==> src/hw/rtl/qfe_div_pipe.sv <==
// ----------------------------------------------------------------------------
// qfe_div_pipe - pipelined restoring divider
// One quotient bit per stage; the caller guarantees num < den << QW.
// ----------------------------------------------------------------------------
module qfe_div_pipe #(
	parameter int NW = 50,
	parameter int DW = 32,
	parameter int QW = 17,
	parameter int SW = 1
) (
	input  logic          clk,
	input  logic          arst_n,
	input  logic          en,
	input  logic          in_valid,
	input  logic [NW-1:0] in_num,
	input  logic [DW-1:0] in_den,
	input  logic [SW-1:0] in_side,
	output logic          out_valid,
	output logic [QW-1:0] out_quot,
	output logic [SW-1:0] out_side
);

	logic [QW-1:0] valid_s;
	logic [DW-1:0] rem_s  [QW];
	logic [DW-1:0] den_s  [QW];
	logic [QW-1:0] low_s  [QW];
	logic [QW-1:0] quot_s [QW];
	logic [SW-1:0] side_s [QW];

	for (genvar k = 0; k < QW; k++) begin : g_stage
		logic [DW-1:0] rem_in;
		logic [DW-1:0] den_in;
		logic [QW-1:0] low_in;
		logic [QW-1:0] quot_in;
		logic [SW-1:0] side_in;
		logic          v_in;
		logic [DW:0]   cur;
		logic [DW:0]   diff;
		logic          ge;

		if (k == 0) begin : g_first
			// upper part is below the divisor by the caller's bound
			assign rem_in  = in_num[QW +: DW];
			assign low_in  = in_num[QW-1:0];
			assign den_in  = in_den;
			assign quot_in = '0;
			assign side_in = in_side;
			assign v_in    = in_valid;
		end else begin : g_next
			assign rem_in  = rem_s[k-1];
			assign low_in  = low_s[k-1];
			assign den_in  = den_s[k-1];
			assign quot_in = quot_s[k-1];
			assign side_in = side_s[k-1];
			assign v_in    = valid_s[k-1];
		end

		assign cur  = {rem_in, low_in[QW-1]};
		assign ge   = cur >= {1'b0, den_in};
		assign diff = cur - {1'b0, den_in};

		always_ff @(posedge clk or negedge arst_n) begin
			if (!arst_n) begin
				valid_s[k] <= 1'b0;
			end else if (en) begin
				valid_s[k] <= v_in;
			end
		end

		always_ff @(posedge clk) begin
			if (en) begin
				rem_s[k]  <= ge ? diff[DW-1:0] : cur[DW-1:0];
				den_s[k]  <= den_in;
				low_s[k]  <= {low_in[QW-2:0], 1'b0};
				quot_s[k] <= {quot_in[QW-2:0], ge};
				side_s[k] <= side_in;
			end
		end
	end

	assign out_valid = valid_s[QW-1];
	assign out_quot  = quot_s[QW-1];
	assign out_side  = side_s[QW-1];

endmodule

==> config.mk <==
export PLATFORM = sky130hd
export DESIGN_NAME = qfe_div_pipe
export DESIGN_NICKNAME = d
export VERILOG_FILES = /design/src/hw/rtl/qfe_div_pipe.sv
export SDC_FILE = /design/constraint.sdc
export NUM_CORES = 2
export LEC_CHECK = 0
export BUFFER_PORTS_ARGS = -buffer_cell sky130_fd_sc_hd__buf_2
export CAP_MARGIN = 20
export CORE_MARGIN = 10
export CORE_UTILIZATION = 38
export CTS_CLUSTER_DIAMETER = 40
export DETAILED_ROUTE_END_ITERATION = 10
export SYNTH_ARGS = -nofsm -noshare
export SYNTH_HDL_FRONTEND = slang
export SYNTH_SLANG_ARGS = --single-unit
export TNS_END_PERCENT = 10
==> constraint.sdc <==
create_clock -name clk -period 3.6 [get_ports clk]
set_input_delay 0.72 -clock clk [delete_from_list [all_inputs] [get_ports clk]]
set_output_delay 0.72 -clock clk [all_outputs]
set_load 0.01 [all_outputs]
==> summary.md <==
| Metric | Value |
|---|---|
| Status | completed |
| Unrepaired setup endpoints after global routing | true |
| DRC viols | 0 |
| # rows | 163 |
| WP data required | 4.21 ns |
| Vias per std cell | a little over 5 |
| Final slew viol count | 0 |
| Total Neg Setup Slack | 0 ns |
| Vias | around 53,000 |
| Synth Warn # | 0 |
| Clk slew on worst S/H paths | 0.05 ns |
| Register area | approximately 40,000 µm² |
| Final period util | 99.3% |
| Worst Tran Pin Value | 0.726 ns |
| Clk Tree Root Cell | clkbuf_16 |
| Crit path max fanout | 4 |
| Post-Syn Nets | slightly above 7,000 |
| Max-slew headroom | 51.1% |
| Synth Cell Area | 75,100 µm² |
| CP cell instances | ha_1 -> buf_4 -> nor2b_1 -> o211ai_1 -> a31oi_2 -> a31oi_1 -> o21ai_0 -> a31oi_1 -> o21ai_0 -> buf_4 -> or3b_2 -> a41o_1 |
| VDD IR-drop max | 565 µV |
| Global placer's final weighted congestion | 0.961 |
| Syn Inst Count | 6,629 |
| Die Y | ~460 µm |
| Worst path top cell family by delay | compound AO/OA/AOI/OAI gates |
| CTS Buf Count | ~270 |
| Dominant cell by count in the synthesized netlist | edfxtp_1 |
| Detailed Routing Iterations Pass 1 | 5 |
| Crit path launch type | register |
| EDFF count, synth | 1,330 |
| DP Area | 84,600 µm² |
| Final Cell Area | around 95,000 µm² |
| Yosys cell types | 97 |
| Die width | approximately 460 µm |
| Leakage power | 0.0400 µW |
| Multi-input combinational cell area | 32,000 µm² |
| Clk_skew | about 0.056 ns |
| TritonCTS clock tree | yes |
| H-tree Lvls | 5 |
| WP buf/inv | 2 |
| NetSw | 31,500 µW |
| Largest net degree at the start of global routing | 96 |
| Synth area leader | edfxtp_1 |
| Antenna violations before repair | 0 |
| Seq/Total Area, Yosys | approximately 54% |
| Final setup violation count | 0 |
| Worst path max stage delay | 0.46 ns |
| First-pass GRT wire length | between 200,000 and 300,000 µm |
| Kind of critical path | reg2reg |
| Top cell type's share of synthesized area | 53.2% |
| Int Pwr | 58,300 µW |
| Max Buffers Root-to-Sink | 4 |
| Post-layout net count | 8,319 |
| Dpl hpwl | 143,000 µm |
| DRT antenna net count | 0 |
| IO buf count | 104 |
| Worst reg-to-reg setup slack | 0.03 ns |
| Final min period | between 3 and 4 ns |
| Final core utilization | between 40% and 50% |
| Area Overhead vs Synth | 26.0% |
| Clock Power Share | a little over a quarter |
| Fmax | 280 MHz |
| Grt total ovfl | 0 |
| Initial Util | 38.1% |
| CTS Sinks | 1,347 |
| I/O pin count | around 110 |
| Dominant synthesized flop cell | edfxtp_1 |
| Worst EP arrival | 4.19 ns |
| Area of the core | 197,000 µm² |
| Yosys reg bits | 1,347 |
| DR iter-0 viols | roughly 2,700 |
| Final hold violation count | 0 |
| Vias in the first global route | 56,600 |
| Critical-path top delay cell | or3b_2 |
| Top cells by count, synth | edfxtp_1, inv_1, ha_1 |
| Seq pwr share | 28.2% |
| Post-synth ARST share | 1.26% |
| Pwr per Cell Area | 949 nW/µm² |
| Diode count | 0 |
| Syn avg cell area | 11.3 µm² |
| Combinational share of power | 44.8% |
| DR WL/cell | 17.7 µm |
| Worst min path class | in2reg |
| Fraction of layout cells with a size suffix above 1 | 21.1% |
| Clock latency on the worst-skew pair | 0.90 ns |
| CP Capture Type | register |
| Die area | around 220,000 µm² |
| Max Cap Viol | 0 |
| Switching share of power | 35.1% |
| Tot GR Track Use | 16.8% |
| Fillers | 17,700 |
| Routed WL | 186,000 µm |
| Top cells by area, synth | edfxtp_1, ha_1, inv_1 |
metrics by stage:
step                setup slack (ns)  total power (µW)  instances  hold slack [ns]
floorplan                      0.290             50400       6629            0.400
global placement              -0.286             64000       9979            0.401
detailed placement            -0.282             64500       9979            0.405
CTS                          -0.0239             90100      10500          0.00965
global route                 -0.0697             95800      10500           0.0344
finish                        0.0270             89800      10500           0.0950
power groups by stage:
stage                     Clock (µW)  Sequential [µW]  Combinational [µW]
final                          24200            25300               40200
after CTS                      24900            25300               39900
after detailed placement           0            25600               38900
after global placement             0            25600               38400
after global routing           25700            25700               44500
after floorplan                    0            24600               25800
layer usage:
metal  wire [µm]  GRT usage (%)  vias up
li1            -              -    26500
met1       63000           15.1    25000
met2      103000           33.6     1074
met3        5900           2.79      578
met4       13800           11.7        0
met5           0              0        -
cell usage in the layout (no fill, tap or decap), types with 22 or more instances in the layout:
master / synthesis / layout
nand2_1: 486 / 484
clkinv_1: 1 / 26
nor2_1: 326 / 324
mux2_2: 204 / 204
xor2_1: 171 / 171
clkinv_2: 0 / 26
o21ai_0: 444 / 426
edfxtp_1: 1330 / 1330
a31oi_1: 69 / 62
nor2b_1: 84 / 80
o21a_1: 81 / 80
nand2b_1: 63 / 63
clkinv_4: 0 / 27
and2_1: 32 / 32
nor3_1: 80 / 78
a21oi_1: 499 / 483
xnor2_1: 239 / 239
nand4_1: 88 / 88
o211ai_1: 30 / 30
inv_1: 692 / 691
a21boi_0: 24 / 22
buf_12: 0 / 45
ha_1: 544 / 540
clkbuf_1: 112 / 28
o31ai_1: 49 / 43
and3_1: 64 / 64
a21o_1: 281 / 281
buf_4: 7 / 736
bufinv_16: 0 / 27
a211oi_1: 50 / 46
dlygate4sd3_1: 0 / 39
nand3_1: 110 / 110
inv_6: 0 / 28
o21bai_1: 62 / 62
buf_2: 41 / 103
clkbuf_16: 0 / 279
logic make-up (layout without fill, tap and decap cells):
logic type                 Yosys count  after routing  share of synthesized area (%)
DFF                               1347           1347                           53.8
buffers and inverters              860           2094                           4.43
and+or+nand+nor                   1436           1436                           9.07
AOI/OAI and AO/OA                 1792           1792                           15.1
xor gates and xnor gates           410            410                           4.78
muxes                              224            224                           3.33
adders and majority gates          560            560                           9.49
state kept, by name, indices dropped and copies added, names as in the netlist:
| signal | flops |
|---|---|
| den_s | 512 |
| out_valid | 1 |
| low_s | 136 |
| rem_s | 512 |
| quot_s | 153 |
| g_stage.v_in | 16 |
| side_s | 17 |
area by class of cell:
| cell class | instances | area share [%] |
|---|---|---|
| clock buffers | 308 | 7.49 |
| clock inverters | 159 | 1.85 |
| inverters | 693 | 2.75 |
| multi-input cells | 4422 | 33.8 |
| flip-flops and latches | 1347 | 42.7 |
| well taps | 2640 | 3.49 |
| repair buffers | 934 | 7.97 |
worst reg2reg max path, stage by stage, from the launching register on:
cell and delay (ns):
edfxtp_1 0.38, ha_1 0.33, buf_4 0.16, nor2b_1 0.14, o211ai_1 0.27, a31oi_2 0.19, a31oi_1 0.26, o21ai_0 0.17
a31oi_1 0.32, o21ai_0 0.20, buf_4 0.20, or3b_2 0.46, a41o_1 0.23
path summary, 6_finish.rpt:
check                           cells after the start     startpoint                to
worst max-delay path                               12    rem_s[0][1]      rem_s[0][62]
worst min-delay path                                1     in_den[27]      den_s[0][27]
worst max register to register                     12    rem_s[0][1]      rem_s[0][62]
worst min register to register                      0  quot_s[1][68]     quot_s[1][86]
max in group asynchronous                           2         arst_n   g_stage[2].v_in
min in group asynchronous                           2         arst_n  g_stage[14].v_in
what timing repair did:
item,in CTS,in global routing
hold buffers,39,0
hold endpoints to repair,55,0
setup endpoints to repair,216,328
gates resized for setup,49,79
gates cloned,4,1
buffers inserted,6,7
pin swaps,11,26
Note: power is estimated with default switching activity, not from simulation.
